`src/hoc_pkg.sv`:
```
// ----------------------------------------------------------------------------
// hoc_pkg: shared types and constants of the hysteresis on/off controller
// Holds the configuration register set, the item and result records, and the
// register index codes of the configuration port.
// ----------------------------------------------------------------------------
package hoc_pkg;

    // Width of the configuration write data (widest register).
    localparam int unsigned CFG_DATA_W = 32;
    // Width of the configuration register index.
    localparam int unsigned CFG_ADDR_W = 3;

    // Milliseconds per second for the hold timer.
    localparam int unsigned MS_PER_SECOND = 1000;
    // Width of the hold time in milliseconds (65535 * 1000 fits in 26 bits).
    localparam int unsigned HOLD_MS_W = 26;

    // Stream payload widths, padded to whole bytes.
    localparam int unsigned IN_TDATA_W  = 72;
    localparam int unsigned OUT_TDATA_W = 72;

    // Bit positions inside mode_flags.
    localparam int unsigned MODE_ENABLED = 0;
    localparam int unsigned MODE_HIGH    = 1;
    localparam int unsigned MODE_SHOT    = 2;
    localparam int unsigned MODE_EXT     = 3;
    localparam int unsigned MODE_TIME    = 4;

    // Configuration register indexes.
    typedef enum logic [CFG_ADDR_W-1:0] {
        REG_SETPOINT   = 3'd0,
        REG_HYSTERESIS = 3'd1,
        REG_ALARM_LOW  = 3'd2,
        REG_ALARM_HIGH = 3'd3,
        REG_MIN_HOLD   = 3'd4,
        REG_MODE_FLAGS = 3'd5
    } cfg_index_t;

    // Configuration register set.
    typedef struct packed {
        logic signed [31:0] setpoint;
        logic [30:0]        hysteresis;
        logic signed [31:0] alarm_low_limit;
        logic signed [31:0] alarm_high_limit;
        logic [15:0]        min_hold_seconds;
        logic [4:0]         mode_flags;
    } cfg_t;

    // One input item.
    typedef struct packed {
        logic [31:0]        now_ms;
        logic signed [31:0] reading;
        logic               reading_valid;
        logic               ext_enable;
        logic               startup;
        logic               silence_alarms;
    } item_t;

    // One result item.
    typedef struct packed {
        logic               drive;
        logic               holding;
        logic               alarm_low;
        logic               alarm_high;
        logic               alarm_any;
        logic signed [31:0] minimum_seen;
        logic signed [31:0] maximum_seen;
    } result_t;

endpackage

```
`src/hoc_cfg.sv`:
```
// ----------------------------------------------------------------------------
// hoc_cfg: configuration registers
// Decodes the plain write port into the six control registers of the loop.
// ----------------------------------------------------------------------------
module hoc_cfg
    import hoc_pkg::*;
(
    input  logic                  aclk,
    input  logic                  aresetn,
    input  logic                  cfg_wr_en,
    input  logic [CFG_ADDR_W-1:0] cfg_addr,
    input  logic [CFG_DATA_W-1:0] cfg_wdata,
    output cfg_t                  cfg
);

    cfg_t cfg_reg;
    cfg_t cfg_next;

    // Register write decode; unknown indexes are ignored.
    always_comb begin
        cfg_next = cfg_reg;
        if (cfg_wr_en) begin
            case (cfg_index_t'(cfg_addr))
                REG_SETPOINT:   cfg_next.setpoint         = cfg_wdata;
                REG_HYSTERESIS: cfg_next.hysteresis       = cfg_wdata[30:0];
                REG_ALARM_LOW:  cfg_next.alarm_low_limit  = cfg_wdata;
                REG_ALARM_HIGH: cfg_next.alarm_high_limit = cfg_wdata;
                REG_MIN_HOLD:   cfg_next.min_hold_seconds = cfg_wdata[15:0];
                REG_MODE_FLAGS: cfg_next.mode_flags       = cfg_wdata[4:0];
                default:        cfg_next = cfg_reg;
            endcase
        end
    end

    always_ff @(posedge aclk) begin
        if (!aresetn) begin
            cfg_reg <= '0;
        end else begin
            cfg_reg <= cfg_next;
        end
    end

    assign cfg = cfg_reg;

endmodule

```
`src/hoc_loop.sv`:
```
// ----------------------------------------------------------------------------
// hoc_loop: control loop state and single-pass update
// Evaluates one item against the loop state: band or window test, enable
// gating, minimum hold, alarms and running extremes. State advances on step.
// ----------------------------------------------------------------------------
module hoc_loop
    import hoc_pkg::*;
(
    input  logic    aclk,
    input  logic    aresetn,
    input  cfg_t    cfg,
    input  logic    step,
    input  item_t   item,
    output result_t result
);

    // Loop state.
    logic               drive_level_reg, drive_level_next;
    logic               shot_armed_reg, shot_armed_next;
    logic               hold_active_reg, hold_active_next;
    logic               last_level_reg, last_level_next;
    logic [31:0]        switch_stamp_reg, switch_stamp_next;
    logic signed [31:0] low_extreme_reg, low_extreme_next;
    logic signed [31:0] high_extreme_reg, high_extreme_next;
    logic               clear_pending_reg, clear_pending_next;

    // Mode bits.
    logic f_enabled, f_high, f_shot, f_ext, f_time;
    assign f_enabled = cfg.mode_flags[MODE_ENABLED];
    assign f_high    = cfg.mode_flags[MODE_HIGH];
    assign f_shot    = cfg.mode_flags[MODE_SHOT];
    assign f_ext     = cfg.mode_flags[MODE_EXT];
    assign f_time    = cfg.mode_flags[MODE_TIME];

    // Band test at doubled scale so the half band needs no rounding.
    logic signed [34:0] rd_x2, sp_x2, hy_35, band_lo, band_hi;
    assign rd_x2   = {{2{item.reading[31]}}, item.reading, 1'b0};
    assign sp_x2   = {{2{cfg.setpoint[31]}}, cfg.setpoint, 1'b0};
    assign hy_35   = {4'b0, cfg.hysteresis};
    assign band_lo = sp_x2 - hy_35;
    assign band_hi = sp_x2 + hy_35;

    // Window test for time mode: setpoint <= reading < setpoint + hysteresis.
    logic signed [33:0] rd_34, sp_34, win_end;
    logic               in_window;
    assign rd_34     = {{2{item.reading[31]}}, item.reading};
    assign sp_34     = {{2{cfg.setpoint[31]}}, cfg.setpoint};
    assign win_end   = sp_34 + {3'b0, cfg.hysteresis};
    assign in_window = (item.reading >= cfg.setpoint) && (rd_34 < win_end);

    // Requested level before enable gating.
    logic active;
    always_comb begin
        active = drive_level_reg;
        if (!item.reading_valid) begin
            active = 1'b0;
        end else if (f_time) begin
            active = in_window;
        end else begin
            if (rd_x2 < band_lo) begin
                active = !f_high;
            end
            if (rd_x2 > band_hi) begin
                active = f_high;
            end
        end
    end

    // Enable source: always on, external level, or latching one-shot.
    logic enable;
    logic shot_mid;
    always_comb begin
        enable          = 1'b0;
        shot_mid        = shot_armed_reg;
        shot_armed_next = shot_armed_reg;
        if (f_enabled) begin
            enable = 1'b1;
        end else if (f_ext) begin
            if (f_shot) begin
                if (!shot_armed_reg && active && item.ext_enable) begin
                    shot_mid = 1'b1;
                    enable   = 1'b1;
                end
                if (shot_mid && active && drive_level_reg) begin
                    enable = 1'b1;
                end
                shot_armed_next = shot_mid;
                if (shot_mid && !drive_level_reg && !item.ext_enable) begin
                    shot_armed_next = 1'b0;
                end
            end else begin
                enable = item.ext_enable;
            end
        end
    end

    // Drive level is frozen while a hold is in progress.
    assign drive_level_next = hold_active_reg ? drive_level_reg
                                              : (enable && item.reading_valid && active);

    // Minimum hold timer on wrapping millisecond stamps.
    logic [HOLD_MS_W-1:0] hold_ms;
    logic [31:0]          elapsed;
    logic [31:0]          stamp_tmp;
    assign hold_ms = HOLD_MS_W'(cfg.min_hold_seconds) * HOLD_MS_W'(MS_PER_SECOND);
    assign elapsed = item.now_ms - switch_stamp_reg;

    always_comb begin
        hold_active_next = hold_active_reg;
        last_level_next  = last_level_reg;
        stamp_tmp        = switch_stamp_reg;
        if (cfg.min_hold_seconds == '0) begin
            hold_active_next = 1'b0;
            stamp_tmp        = item.now_ms;
            last_level_next  = drive_level_next;
        end else if (hold_active_reg) begin
            if (elapsed > {{(32-HOLD_MS_W){1'b0}}, hold_ms}) begin
                hold_active_next = 1'b0;
                stamp_tmp        = item.now_ms;
            end
        end else if (last_level_reg != drive_level_next) begin
            stamp_tmp        = item.now_ms;
            hold_active_next = 1'b1;
            last_level_next  = drive_level_next;
        end else begin
            stamp_tmp = item.now_ms;
        end
        // A stamp ahead of the current time is pulled back to it.
        switch_stamp_next = (item.now_ms < stamp_tmp) ? item.now_ms : stamp_tmp;
    end

    // Range alarms; an invalid reading raises both unless alarms are gated.
    logic alo, ahi;
    always_comb begin
        alo = 1'b0;
        ahi = 1'b0;
        if (enable && !item.startup && !item.silence_alarms && !f_time) begin
            if (item.reading_valid) begin
                alo = item.reading < cfg.alarm_low_limit;
                ahi = item.reading > cfg.alarm_high_limit;
            end else begin
                alo = 1'b1;
                ahi = 1'b1;
            end
        end else if (f_time && !item.reading_valid) begin
            alo = 1'b1;
            ahi = 1'b1;
        end
    end

    // Running extremes; a clear or startup reseeds both with this reading.
    always_comb begin
        low_extreme_next   = low_extreme_reg;
        high_extreme_next  = high_extreme_reg;
        clear_pending_next = clear_pending_reg;
        if (item.reading_valid) begin
            if (item.reading < low_extreme_reg) begin
                low_extreme_next = item.reading;
            end
            if (item.reading > high_extreme_reg) begin
                high_extreme_next = item.reading;
            end
        end
        if (clear_pending_reg || item.startup) begin
            low_extreme_next   = item.reading;
            high_extreme_next  = item.reading;
            clear_pending_next = 1'b0;
        end
    end

    // State update, once per processed item.
    always_ff @(posedge aclk) begin
        if (!aresetn) begin
            drive_level_reg   <= 1'b0;
            shot_armed_reg    <= 1'b0;
            hold_active_reg   <= 1'b0;
            last_level_reg    <= 1'b0;
            switch_stamp_reg  <= '0;
            low_extreme_reg   <= '0;
            high_extreme_reg  <= '0;
            clear_pending_reg <= 1'b1;
        end else if (step) begin
            drive_level_reg   <= drive_level_next;
            shot_armed_reg    <= shot_armed_next;
            hold_active_reg   <= hold_active_next;
            last_level_reg    <= last_level_next;
            switch_stamp_reg  <= switch_stamp_next;
            low_extreme_reg   <= low_extreme_next;
            high_extreme_reg  <= high_extreme_next;
            clear_pending_reg <= clear_pending_next;
        end
    end

    // Result of this pass.
    always_comb begin
        result.drive        = drive_level_next;
        result.holding      = hold_active_next;
        result.alarm_low    = alo;
        result.alarm_high   = ahi;
        result.alarm_any    = alo || ahi;
        result.minimum_seen = low_extreme_next;
        result.maximum_seen = high_extreme_next;
    end

endmodule

```
`src/hysteresis_onoff_controller.sv`:
```
// ----------------------------------------------------------------------------
// hysteresis_onoff_controller: top level of the hysteresis on/off loop
// Data path: an accepted item is held in the input register, and its result is registered in the result register.
// Throughput: one item per cycle while m_tready keeps the result side open; the loop state update is one register pass.
// Reset: synchronous active-low aresetn clears the valid flags, configuration and loop state; extremes reseed.
// ----------------------------------------------------------------------------
module hysteresis_onoff_controller
    import hoc_pkg::*;
(
    input  logic                   aclk,
    input  logic                   aresetn,
    // Configuration write port
    input  logic                   cfg_wr_en,
    input  logic [CFG_ADDR_W-1:0]  cfg_addr,
    input  logic [CFG_DATA_W-1:0]  cfg_wdata,
    // Input items
    input  logic                   s_tvalid,
    output logic                   s_tready,
    // now_ms[31:0], reading[63:32], ext_enable[64], startup[65],
    // silence_alarms[66], zero pad[71:67]
    input  logic [IN_TDATA_W-1:0]  s_tdata,
    // reading_valid[0]
    input  logic                   s_tuser,
    // Result items
    output logic                   m_tvalid,
    input  logic                   m_tready,
    // drive[0], holding[1], alarm_low[2], alarm_high[3], alarm_any[4],
    // minimum_seen[36:5], maximum_seen[68:37], zero pad[71:69]
    output logic [OUT_TDATA_W-1:0] m_tdata
);

    cfg_t    cfg;
    item_t   in_item_reg;
    logic    in_valid_reg;
    result_t out_item_reg;
    logic    out_valid_reg;
    result_t pass_result;
    logic    advance;

    hoc_cfg u_cfg (
        .aclk      (aclk),
        .aresetn   (aresetn),
        .cfg_wr_en (cfg_wr_en),
        .cfg_addr  (cfg_addr),
        .cfg_wdata (cfg_wdata),
        .cfg       (cfg)
    );

    // The held item moves on when the result register is free or being drained.
    assign advance  = in_valid_reg && (!out_valid_reg || m_tready);
    assign s_tready = !in_valid_reg || advance;

    // Input register.
    always_ff @(posedge aclk) begin
        if (!aresetn) begin
            in_valid_reg <= 1'b0;
        end else if (s_tready) begin
            in_valid_reg <= s_tvalid;
        end
    end

    always_ff @(posedge aclk) begin
        if (s_tvalid && s_tready) begin
            in_item_reg.now_ms         <= s_tdata[31:0];
            in_item_reg.reading        <= s_tdata[63:32];
            in_item_reg.ext_enable     <= s_tdata[64];
            in_item_reg.startup        <= s_tdata[65];
            in_item_reg.silence_alarms <= s_tdata[66];
            in_item_reg.reading_valid  <= s_tuser;
        end
    end

    hoc_loop u_loop (
        .aclk    (aclk),
        .aresetn (aresetn),
        .cfg     (cfg),
        .step    (advance),
        .item    (in_item_reg),
        .result  (pass_result)
    );

    // Result register.
    always_ff @(posedge aclk) begin
        if (!aresetn) begin
            out_valid_reg <= 1'b0;
        end else if (advance) begin
            out_valid_reg <= 1'b1;
        end else if (m_tready) begin
            out_valid_reg <= 1'b0;
        end
    end

    always_ff @(posedge aclk) begin
        if (advance) begin
            out_item_reg <= pass_result;
        end
    end

    assign m_tvalid = out_valid_reg;
    assign m_tdata  = {3'b0,
                       out_item_reg.maximum_seen,
                       out_item_reg.minimum_seen,
                       out_item_reg.alarm_any,
                       out_item_reg.alarm_high,
                       out_item_reg.alarm_low,
                       out_item_reg.holding,
                       out_item_reg.drive};

endmodule

```
`config.mk`:
```
export PLATFORM = sky130hd
export DESIGN_NAME = hysteresis_onoff_controller
export DESIGN_NICKNAME = d
export VERILOG_FILES = /design/src/hoc_pkg.sv /design/src/hoc_cfg.sv /design/src/hoc_loop.sv /design/src/hysteresis_onoff_controller.sv
export SDC_FILE = /design/constraint.sdc
export NUM_CORES = 1
export LEC_CHECK = 0
export BUFFER_PORTS_ARGS = -buffer_cell sky130_fd_sc_hd__buf_4
export CAP_MARGIN = 20
export CORE_ASPECT_RATIO = 0.5
export CORE_MARGIN = 2
export CORE_UTILIZATION = 50
export CTS_BUF_LIST = sky130_fd_sc_hd__clkbuf_4
export DETAILED_ROUTE_END_ITERATION = 8
export GPL_ROUTABILITY_DRIVEN = 0
export GPL_TIMING_DRIVEN = 0
export PLACE_DENSITY = 0.64
export SYNTH_ARGS = -nofsm -noshare
export SYNTH_HDL_FRONTEND = slang
export SYNTH_HIERARCHICAL = 1
export SYNTH_SLANG_ARGS = --single-unit
```
`constraint.sdc`:
```
create_clock -name aclk -period 16.85 [get_ports aclk]
set_clock_uncertainty 0.1 [all_clocks]
set_input_delay 1.685 -clock aclk [delete_from_list [all_inputs] [get_ports aclk]]
set_output_delay 1.685 -clock aclk [all_outputs]
set_load 0.03 [all_outputs]
```
==> results of run 1 <==
cell type report:
| class | count | area (µm²) |
|---|---|---|
| multi-input cells | 2501 | 19700 |
| repair buffers | 181 | 1410 |
| fillers | 5549 | 26400 |
| well taps | 825 | 1030 |
| plain buffers | 103 | 528 |
| clock buffers | 157 | 1180 |
| clock inverters | 18 | 110 |
| diodes | 5 | 12.5 |
| flip-flops and latches | 388 | 9140 |
| inverters | 351 | 1320 |
placed cells by master, fill, tap and decap left out, types with 59 or more instances in the layout:
master    netlist  layout
xnor2_1        76      76
nand2_1       437     437
nor2_1        153     153
buf_4          17     194
a21o_1         86      86
mux2i_1       248     248
a21oi_1       192     191
inv_1         351     351
clkbuf_4        0     157
dfxtp_1       251     251
edfxtp_1      137     137
ha_1          491     491
mux2_2         65      65
nand4_1        59      59
o21ai_0       111     111
power by group:
part / switching, µW / leakage (µW) / internal [µW]
sequential: 56.8 / 0.00335 / 1020
combinational: 348 / 0.0114 / 273
clock: 408 / 0.000775 / 424
total: 812 / 0.0155 / 1710
path summary, 6_finish.rpt:
check,startpoint,endpoint,slack (ps),depth (start not counted)
max,u_cfg/cfg[6],u_loop/switch_stamp_reg[11],6540,36
min,u_cfg/cfg[55],u_cfg/cfg[55],360,2
max reg2reg,u_cfg/cfg[6],u_loop/switch_stamp_reg[11],6540,36
min reg2reg,u_cfg/cfg[55],u_cfg/cfg[55],360,2
logic make-up (layout without fill, tap and decap cells):
| family | Yosys count | count (layout) | synth area share (%) |
|---|---|---|---|
| flip-flops | 388 | 388 | 29.8 |
| multiplexers | 313 | 313 | 10.5 |
| adder cells (fa/ha/maj) | 548 | 548 | 23.8 |
| AO/OA/AOI/OAI | 607 | 607 | 12.7 |
| XOR/XNOR | 116 | 116 | 3.31 |
| AND/OR/NAND/NOR | 914 | 914 | 13.9 |
| buffers and inverters | 454 | 810 | 6.02 |
| other | 1 | 8 | 0.0122 |
stage by stage:
step           utilization, %  setup slack [ps]
2_1_floorplan               -              8330
3_3_place_gp             54.3              6550
3_5_place_dp             54.4              6460
4_1_cts                  56.5              6380
5_1_grt                  56.6              5760
6_report                 56.6              6540
worst max-delay path: cells and delay by family, from the launching register on:
kind                     cells  cell delay (ps)
AO/OA/AOI/OAI               14             3580
adder cells (fa/ha/maj)      7             2900
buffers and inverters        5              980
flip-flops                   1              560
multiplexers                 1              120
AND/OR/NAND/NOR              9             1890
per-layer routing:
| metal | global-route usage, % | vias up | part of all wire, % |
|---|---|---|---|
| met5 | 0 | - | 0 |
| met1 | 33.8 | 12000 | 46 |
| met3 | 3.54 | 109 | 4.3 |
| li1 | - | 12400 | - |
| met2 | 44.4 | 501 | 47 |
| met4 | 8.05 | 0 | 2.5 |
==> flow_metrics.tcl, run 1 <==
set metrics [dict create \
    outcome "complete, no violations" \
    drc_errors 0 \
    syn_inst 3341 \
    crit_slowest_cell "fa_1" \
    yosys-top-cells-area "ha_1, dfxtp_1, edfxtp_1" \
    setup_tns_ps 0 \
    cts_buffer_depth 3 \
    worst_slew_margin_rel_pct 27.6 \
    ys.flop_type "dfxtp_1" \
    peakVddDrop_mv 0.0432 \
    report.final.slew_viol_count 0 \
    cp_common_cell "fa_1" \
    yosysTopAreaCell "ha_1" \
    worst_pin_slew_ps 1080 \
    area_growth_pct 12.3 \
    placedCellCount 4349 \
    wl_per_cell_um 18.3 \
    fin_crit_ps 10310 \
    htreeDepth 3 \
    die_w_um 354 \
    largest_reg_flops 148 \
    critPathArrivalTime_ps 10910 \
    via_per_inst 5.50 \
    hold_viol_final 0 \
    grt_pass1_wl_mm 129 \
    yosys_register_bits 388 \
    ys_seq_area_share_pct 29.8 \
    critPathKind "flop to flop" \
    clkTransAtPathRegs_ps 70 \
    powerDensity_nw_per_um2 73.4 \
    cap_violations 0 \
    synth_warnings 6 \
    layoutNonFillerInstCount 4529 \
    root_buffer "clkbuf_4" \
    async_flop_share_pct 0 \
    syn_area_um2 30700 \
    coreArea_um2 60900 \
    dieArea_um2 63400 \
    cts_resized 0 \
    nets 4283 \
    start_kind "flop" \
    num_vias 24900 \
    leakage_uw 0.0155 \
    finalPower_uw 2530 \
    cp_max_fo 10 \
    hpwl_mm 65.6 \
    cts_made_buffers 96 \
    cp_slowest_stage_delay_ps 610 \
    layout-drive-gt1-share_pct 13.0 \
    worst_ep_required_time_ps 17450 \
    fp.dieH_um 179 \
    drt_iter0_drc 1446 \
    initial_core_util_pct 50.4 \
    grt_max_degree 35 \
    drt_pre_antenna_iters 7 \
    fin_hold_ws_ps 359 \
    final_cell_area_um2 34400 \
    numPortBuffers 177 \
    ant_nets 0 \
    cts_tree "done" \
    placed_area_um2 33100 \
    grt_util_all_layers_pct 25.8 \
    row_count 64 \
    timing.fmax_ghz 0.0970 \
    cts-hold-fix-buffers 0 \
    ys_types 86 \
    cts_post_setup_buffers_inserted 0 \
    synth_most_common_cell "ha_1" \
    antenna_found_initial 4 \
    yosysTopAreaCellShare_pct 20.0 \
    end_kind "flop" \
    synth_edf_count 137 \
    hp-class "flop to flop" \
    pin_count 187 \
    wirelength_mm 82.7 \
    grt_pass1_vias 24200 \
    synth_common_cells "ha_1, nand2_1, inv_1, dfxtp_1, mux2i_1" \
    rsz0062_at_grt "false" \
    setup_viol 0 \
    avgSynthCellArea_um2 9.17 \
    grt_overflow_total 0 \
    post-route-period-util_pct 61.2 \
    clkLatencyLatePin_ps 910 \
    cts_sinks 388 \
]
Note: power is estimated with default switching activity, not from simulation.
==> run 2: changes to the inputs <==
- clock period: 16.85 -> 10.4 ns (I/O delays scaled with it)
==> run 2 against run 1 <==
Flip-flop and latch count unchanged. Final cell count about the same. Count of clock-buffer cells in the layout unchanged. Sequential power up 63%. Total power up 62%. Cell area up 0.11%. Sequential share of layout area about the same. Worst setup slack worse by 6000 ps. Register-to-register slack worse by 6000 ps. Non-clock buffer count up 2. Largest cell class unchanged.
==> flow_metrics.tcl, run 2 (synthesis gave the netlist of run 1 again) <==
set metrics [dict create \
    numPortBuffers 177 \
    grt_max_degree 35 \
    post-route-period-util_pct 94.5 \
    timing.fmax_ghz 0.102 \
    cap_violations 0 \
    cts_buffer_depth 3 \
    worst_pin_slew_ps 1080 \
    hold_viol_final 0 \
    fin_crit_ps 9830 \
    rsz0062_at_grt "false" \
    layout-drive-gt1-share_pct 13.3 \
    dieArea_um2 63400 \
    initial_core_util_pct 50.4 \
    grt_pass1_vias 24300 \
    antenna_found_initial 4 \
    coreArea_um2 60900 \
    fp.dieH_um 179 \
    clkTransAtPathRegs_ps 70 \
    clkLatencyLatePin_ps 900 \
    final_cell_area_um2 34500 \
    critPathArrivalTime_ps 10430 \
    cts-hold-fix-buffers 0 \
    placed_area_um2 33100 \
    cts_made_buffers 96 \
    largest_reg_flops 148 \
    layout_commonest_cell "ha_1" \
    grt_pass1_wl_mm 129 \
    worst_slack_ps 567 \
    cts_sinks 388 \
    via_per_inst 5.50 \
    setup_tns_ps 0 \
    cp_max_fo 10 \
    start_kind "flop" \
    fill_cells 5540 \
    nets 4285 \
    grt_util_all_layers_pct 25.8 \
    wirelength_mm 82.8 \
    cp_slowest_stage_delay_ps 600 \
    cts_tree "done" \
    hp-class "input port to flop" \
    dp_slack_ps 7.13 \
    hpwl_mm 65.6 \
    root_buffer "clkbuf_4" \
    powerDensity_nw_per_um2 119 \
    drt_iter0_drc 1485 \
    htreeDepth 3 \
    crit_slowest_cell "fa_1" \
    critPathKind "flop to flop" \
    peakVddDrop_mv 0.0700 \
    num_vias 24900 \
    worst_slew_margin_rel_pct 27.3 \
    leakage_uw 0.0155 \
    grt_overflow_total 0 \
    critPathTopFamily "compound AO/OA/AOI/OAI gates" \
    ant_nets 0 \
    row_count 64 \
    worst_ep_required_time_ps 11000 \
    drt_pre_antenna_iters 5 \
    setup_viol 0 \
    area_growth_pct 12.4 \
    outcome "complete, no violations" \
    end_kind "flop" \
    pin_count 187 \
    die_w_um 354 \
    drc_errors 0 \
    wl_per_cell_um 18.3 \
    report.final.slew_viol_count 0 \
    fin_util_pct 56.6 \
    layout_common_cells "ha_1, nand2_1, inv_1" \
    crit_buf_inv 5 \
]
## run 2: cell types whose count changed in the layout (fill, tap and decap cells not counted), moves of 2 or more
cell / delta
a2111oi_0: -2
buf_4: +2
clkbuf_1: -2
clkbuf_2: +2
dfxtp_1: -6
dfxtp_2: +6
## run 2: where the power goes
| group | internal (µW) | switching [µW] |
|---|---|---|
| clock network | 687 | 657 |
| registers | 1650 | 92.3 |
| logic | 443 | 564 |
## run 2: layer usage
| layer | GRT usage [%] | vias up | part of all wire, % |
|---|---|---|---|
| li1 | - | 12400 | - |
| met1 | 33.8 | 12000 | 46 |
| met4 | 8.05 | 0 | 2.5 |
| met3 | 3.54 | 110 | 4.0 |
| met5 | 0 | - | 0 |
| met2 | 44.4 | 464 | 47 |
## run 2: what timing repair did
| action | 4_1_cts | 5_1_grt |
|---|---|---|
| setup buffers | 0 | 2 |
| resized for setup | 1 | 14 |
| pin swaps | 0 | 0 |
| endpoints found under the hold margin | 0 | 0 |
| endpoints found under the setup margin | 30 | 32 |
## run 2: layout make-up
class / instances / area (µm²) / share of cell area [%]
Multi-Input combinational cell: 2501 / 19700 / 57.2
Inverter: 351 / 1320 / 3.83
Antenna cell: 5 / 12.5 / 0.0363
Tap cell: 825 / 1030 / 3.00
Clock buffer: 157 / 1180 / 3.42
Timing Repair Buffer: 183 / 1420 / 4.13
Clock inverter: 18 / 110 / 0.320
Buffer: 103 / 531 / 1.54
Sequential cell: 388 / 9150 / 26.5
## run 2: worst reg2reg max path, delay by kind of cell (launching register included)
| kind | cells | cell delay [ps] |
|---|---|---|
| multiplexers | 1 | 130 |
| flip-flops | 1 | 450 |
| AND/OR/NAND/NOR | 8 | 1800 |
| adder cells (fa/ha/maj) | 7 | 2880 |
| buffers and inverters | 5 | 880 |
| AO/OA/AOI/OAI | 16 | 3440 |
## run 2: final timing paths
kind                 startpoint                           to  slack, ps  cells past startpoint
setup / recovery   u_cfg/cfg[6]  u_loop/switch_stamp_reg[11]        570                     37
hold / removal      s_tdata[49]              in_item_reg[21]        240                      1
hold reg to reg   u_cfg/cfg[55]                u_cfg/cfg[55]        360                      2
setup reg to reg   u_cfg/cfg[6]  u_loop/switch_stamp_reg[11]        570                     37
## run 2: per-stage QoR
stage                     power, µW  std cells  hold WS [ps]
after CTS                      4120       4524           147
after global routing           4350       4531           146
after global placement         2740       4345           344
after floorplan                2460       3343           338
final                          4090       4531           238
after detailed placement       2770       4349           352
==> run 3: changes to the inputs <==
- ABC_AREA: not set -> 1
==> run 3 against run 2 <==
Maximum frequency up 3.4%. Synthesized area rose by 4.0%. Final cell count grew 22%. Combinational power is 26% higher. Synthesized cell count rose by 29%. Worst hold slack worse by 69 ps. Die area grew 3.9%. Core utilization is 0.058 points lower. Wire length is 13% higher. Critical endpoint is now u_loop/switch_stamp_reg[15]. Largest cell class unchanged.
==> flow_metrics.tcl, run 3 <==
set metrics [dict create \
    synth_most_common_cell "nand2_1" \
    worst_pin_slew_ps 1010 \
    synth_compound_area_share_pct 13.1 \
    end_kind "flop" \
    cap_violations 0 \
    num_vias 29300 \
    start_kind "flop" \
    syn_area_um2 31900 \
    wl_per_cell_um 17.0 \
    grt_util_all_layers_pct 28.5 \
    layout_common_cells "nand2_1, inv_1, ha_1" \
    cts_buffer_depth 3 \
    cts_post_setup_buffers_inserted 0 \
    ys_types 59 \
    top_layer_used "met5" \
    clkTransAtPathRegs_ps 70 \
    drc_errors 0 \
    grt_pass1_wl_mm 148 \
    wirelength_mm 93.9 \
    synth_warnings 6 \
    outcome "complete, no violations" \
    holdPathStages 1 \
    ys.flop_type "dfxtp_1" \
    worst_slew_margin_rel_pct 32.9 \
    syn_inst 4311 \
    critPathArrivalTime_ps 10210 \
    grt_overflow_total 0 \
    antenna_found_initial 3 \
    regArea_um2 9140 \
    yosys-top-cells-area "ha_1, dfxtp_1, edfxtp_1" \
    fp.dieH_um 183 \
    layout_commonest_cell "nand2_1" \
    largest_reg_flops 148 \
    timing.fmax_ghz 0.105 \
    post-route-period-util_pct 91.4 \
    fin_util_pct 56.6 \
    setup_viol 0 \
    coreArea_um2 63000 \
    dr_wl_met3_mm 6.83 \
    avgSynthCellArea_um2 7.39 \
    clkLatencyLatePin_ps 950 \
    min-delay-start "s_tdata[12]" \
    drt_iter0_drc 2490 \
    multiInputGateArea_um2 19600 \
    cts_tree "done" \
    ant_nets 0 \
    dp_slack_ps 429 \
    area_growth_pct 11.9 \
    yosys_register_bits 388 \
    peakVddDrop_mv 0.0683 \
    synth_xor_area_share_pct 3.57 \
    fin_crit_ps 9510 \
    ys_seq_area_share_pct 28.7 \
    min_to "in_item_reg[48]" \
    layout-drive-gt1-share_pct 9.53 \
    root_buffer "clkbuf_4" \
    hold_viol_final 0 \
    leakage_uw 0.0172 \
    async_flop_share_pct 0 \
    die_w_um 361 \
    initial_core_util_pct 50.6 \
    worst_ep_required_time_ps 11100 \
    rrSetupSlack_ps 890 \
    drt_pre_antenna_iters 6 \
    fill_cells 6109 \
    rsz0062_at_grt "false" \
    crit_slowest_cell "fa_1" \
    route.met2.wl_mm 43.1 \
    nets 5250 \
    yosysTopAreaCell "ha_1" \
    report.final.slew_viol_count 0 \
    m1WireLength_mm 41.6 \
    cts-hold-fix-buffers 0 \
    setup_tns_ps 0 \
    synthMuxAreaShare_pct 0 \
    cts_sinks 388 \
    cp_common_cell "nand2_1" \
    hp-class "input port to flop" \
    r2r-end "u_loop/switch_stamp_reg[15]" \
    cp_max_fo 10 \
    critPathKind "flop to flop" \
    post_synth_and_or_nand_nor_area_fraction_pct 21.9 \
    numPortBuffers 178 \
    row_count 65 \
    grt_pass1_vias 27800 \
    synth_top_family_by_area "adder cells" \
    synth_edf_count 137 \
    cts_made_buffers 93 \
    crit_buf_inv 5 \
    cp_slowest_stage_delay_ps 590 \
    synthAdderAreaFrac_pct 22.9 \
    worst_slack_ps 890 \
    hpwl_mm 74.7 \
    dieArea_um2 65900 \
    powerDensity_nw_per_um2 124 \
    via_per_inst 5.32 \
    htreeDepth 3 \
    reg2reg_depth 46 \
    reg2reg_from "u_cfg/cfg[9]" \
    critPathTopFamily "adder cells" \
    pin_count 187 \
    synth_common_cells "nand2_1, inv_1, ha_1, nor2_1, a21oi_1" \
    grt_max_degree 47 \
    yosysTopAreaCellShare_pct 19.3 \
]
## run 3: worst register-to-register path, delay by kind of cell, from the launching register on
| family | cells | cell delay, ps |
|---|---|---|
| adder cells (fa/ha/maj) | 7 | 2950 |
| AO/OA/AOI/OAI | 14 | 2420 |
| AND/OR/NAND/NOR | 19 | 2150 |
| buffers and inverters | 5 | 1240 |
| flip-flops | 1 | 450 |
| XOR/XNOR | 1 | 90 |
## run 3: layout make-up
class	instances	area share (%)
diodes	3	0.0211
plain buffers	139	1.80
clock buffers	139	2.93
clock inverters	36	0.705
inverters	676	7.13
multi-input cells	3110	54.9
flip-flops and latches	388	25.6
well taps	837	2.94
repair buffers	181	3.94
## run 3: metal layers
metal | vias to the layer above | global-route usage (%)
met5 | - | 0
li1 | 14800 | -
met1 | 13500 | 37.0
met3 | 160 | 5.80
met2 | 924 | 47.6
met4 | 2 | 8.90
## run 3: power breakdown
| part | switching [µW] | internal, µW | total, µW | leakage (µW) |
|---|---|---|---|---|
| clock | 698 | 696 | 1390 | 0.000760 |
| combinational | 790 | 481 | 1270 | 0.0131 |
| sequential | 97.7 | 1660 | 1750 | 0.00337 |
## run 3: worst max path at each step
stage / startpoint / endpoint / depth (start not counted)
final: u_cfg/cfg[9] / u_loop/switch_stamp_reg[15] / 46
after CTS: u_cfg/cfg[9] / u_loop/switch_stamp_reg[4] / 46
after detailed placement: u_cfg/cfg[9] / u_loop/switch_stamp_reg[9] / 46
after global routing: u_cfg/cfg[7] / u_loop/switch_stamp_reg[15] / 50
after global placement: u_cfg/cfg[9] / u_loop/switch_stamp_reg[3] / 46
after floorplan: u_cfg/cfg[9] / u_loop/switch_stamp_reg[1] / 46
## run 3: timing repair
| item | in CTS | in global routing |
|---|---|---|
| resized for setup | 0 | 9 |
| endpoints found under the setup margin | 0 | 30 |
| endpoints found under the hold margin | 0 | 0 |
## run 3: metrics by stage
| stage | instance area [µm²] | std cells | hold WS [ps] | total power (µW) |
|---|---|---|---|---|
| floorplan | 31900 | 4313 | 320 | 2660 |
| global placement | 34300 | 5328 | 334 | 3000 |
| detailed placement | 34300 | 5331 | 337 | 3040 |
| CTS | 35600 | 5506 | 69.5 | 4440 |
| global route | 35600 | 5509 | 75.3 | 4720 |
| finish | 35600 | 5509 | 169 | 4420 |
## run 3: kinds of logic after synthesis
logic type               after synthesis
AO/OA/AOI/OAI                        747
other                                  1
AND/OR/NAND/NOR                     1682
adder cells (fa/ha/maj)              548
flip-flops                           388
buffers and inverters                815
XOR/XNOR                             130
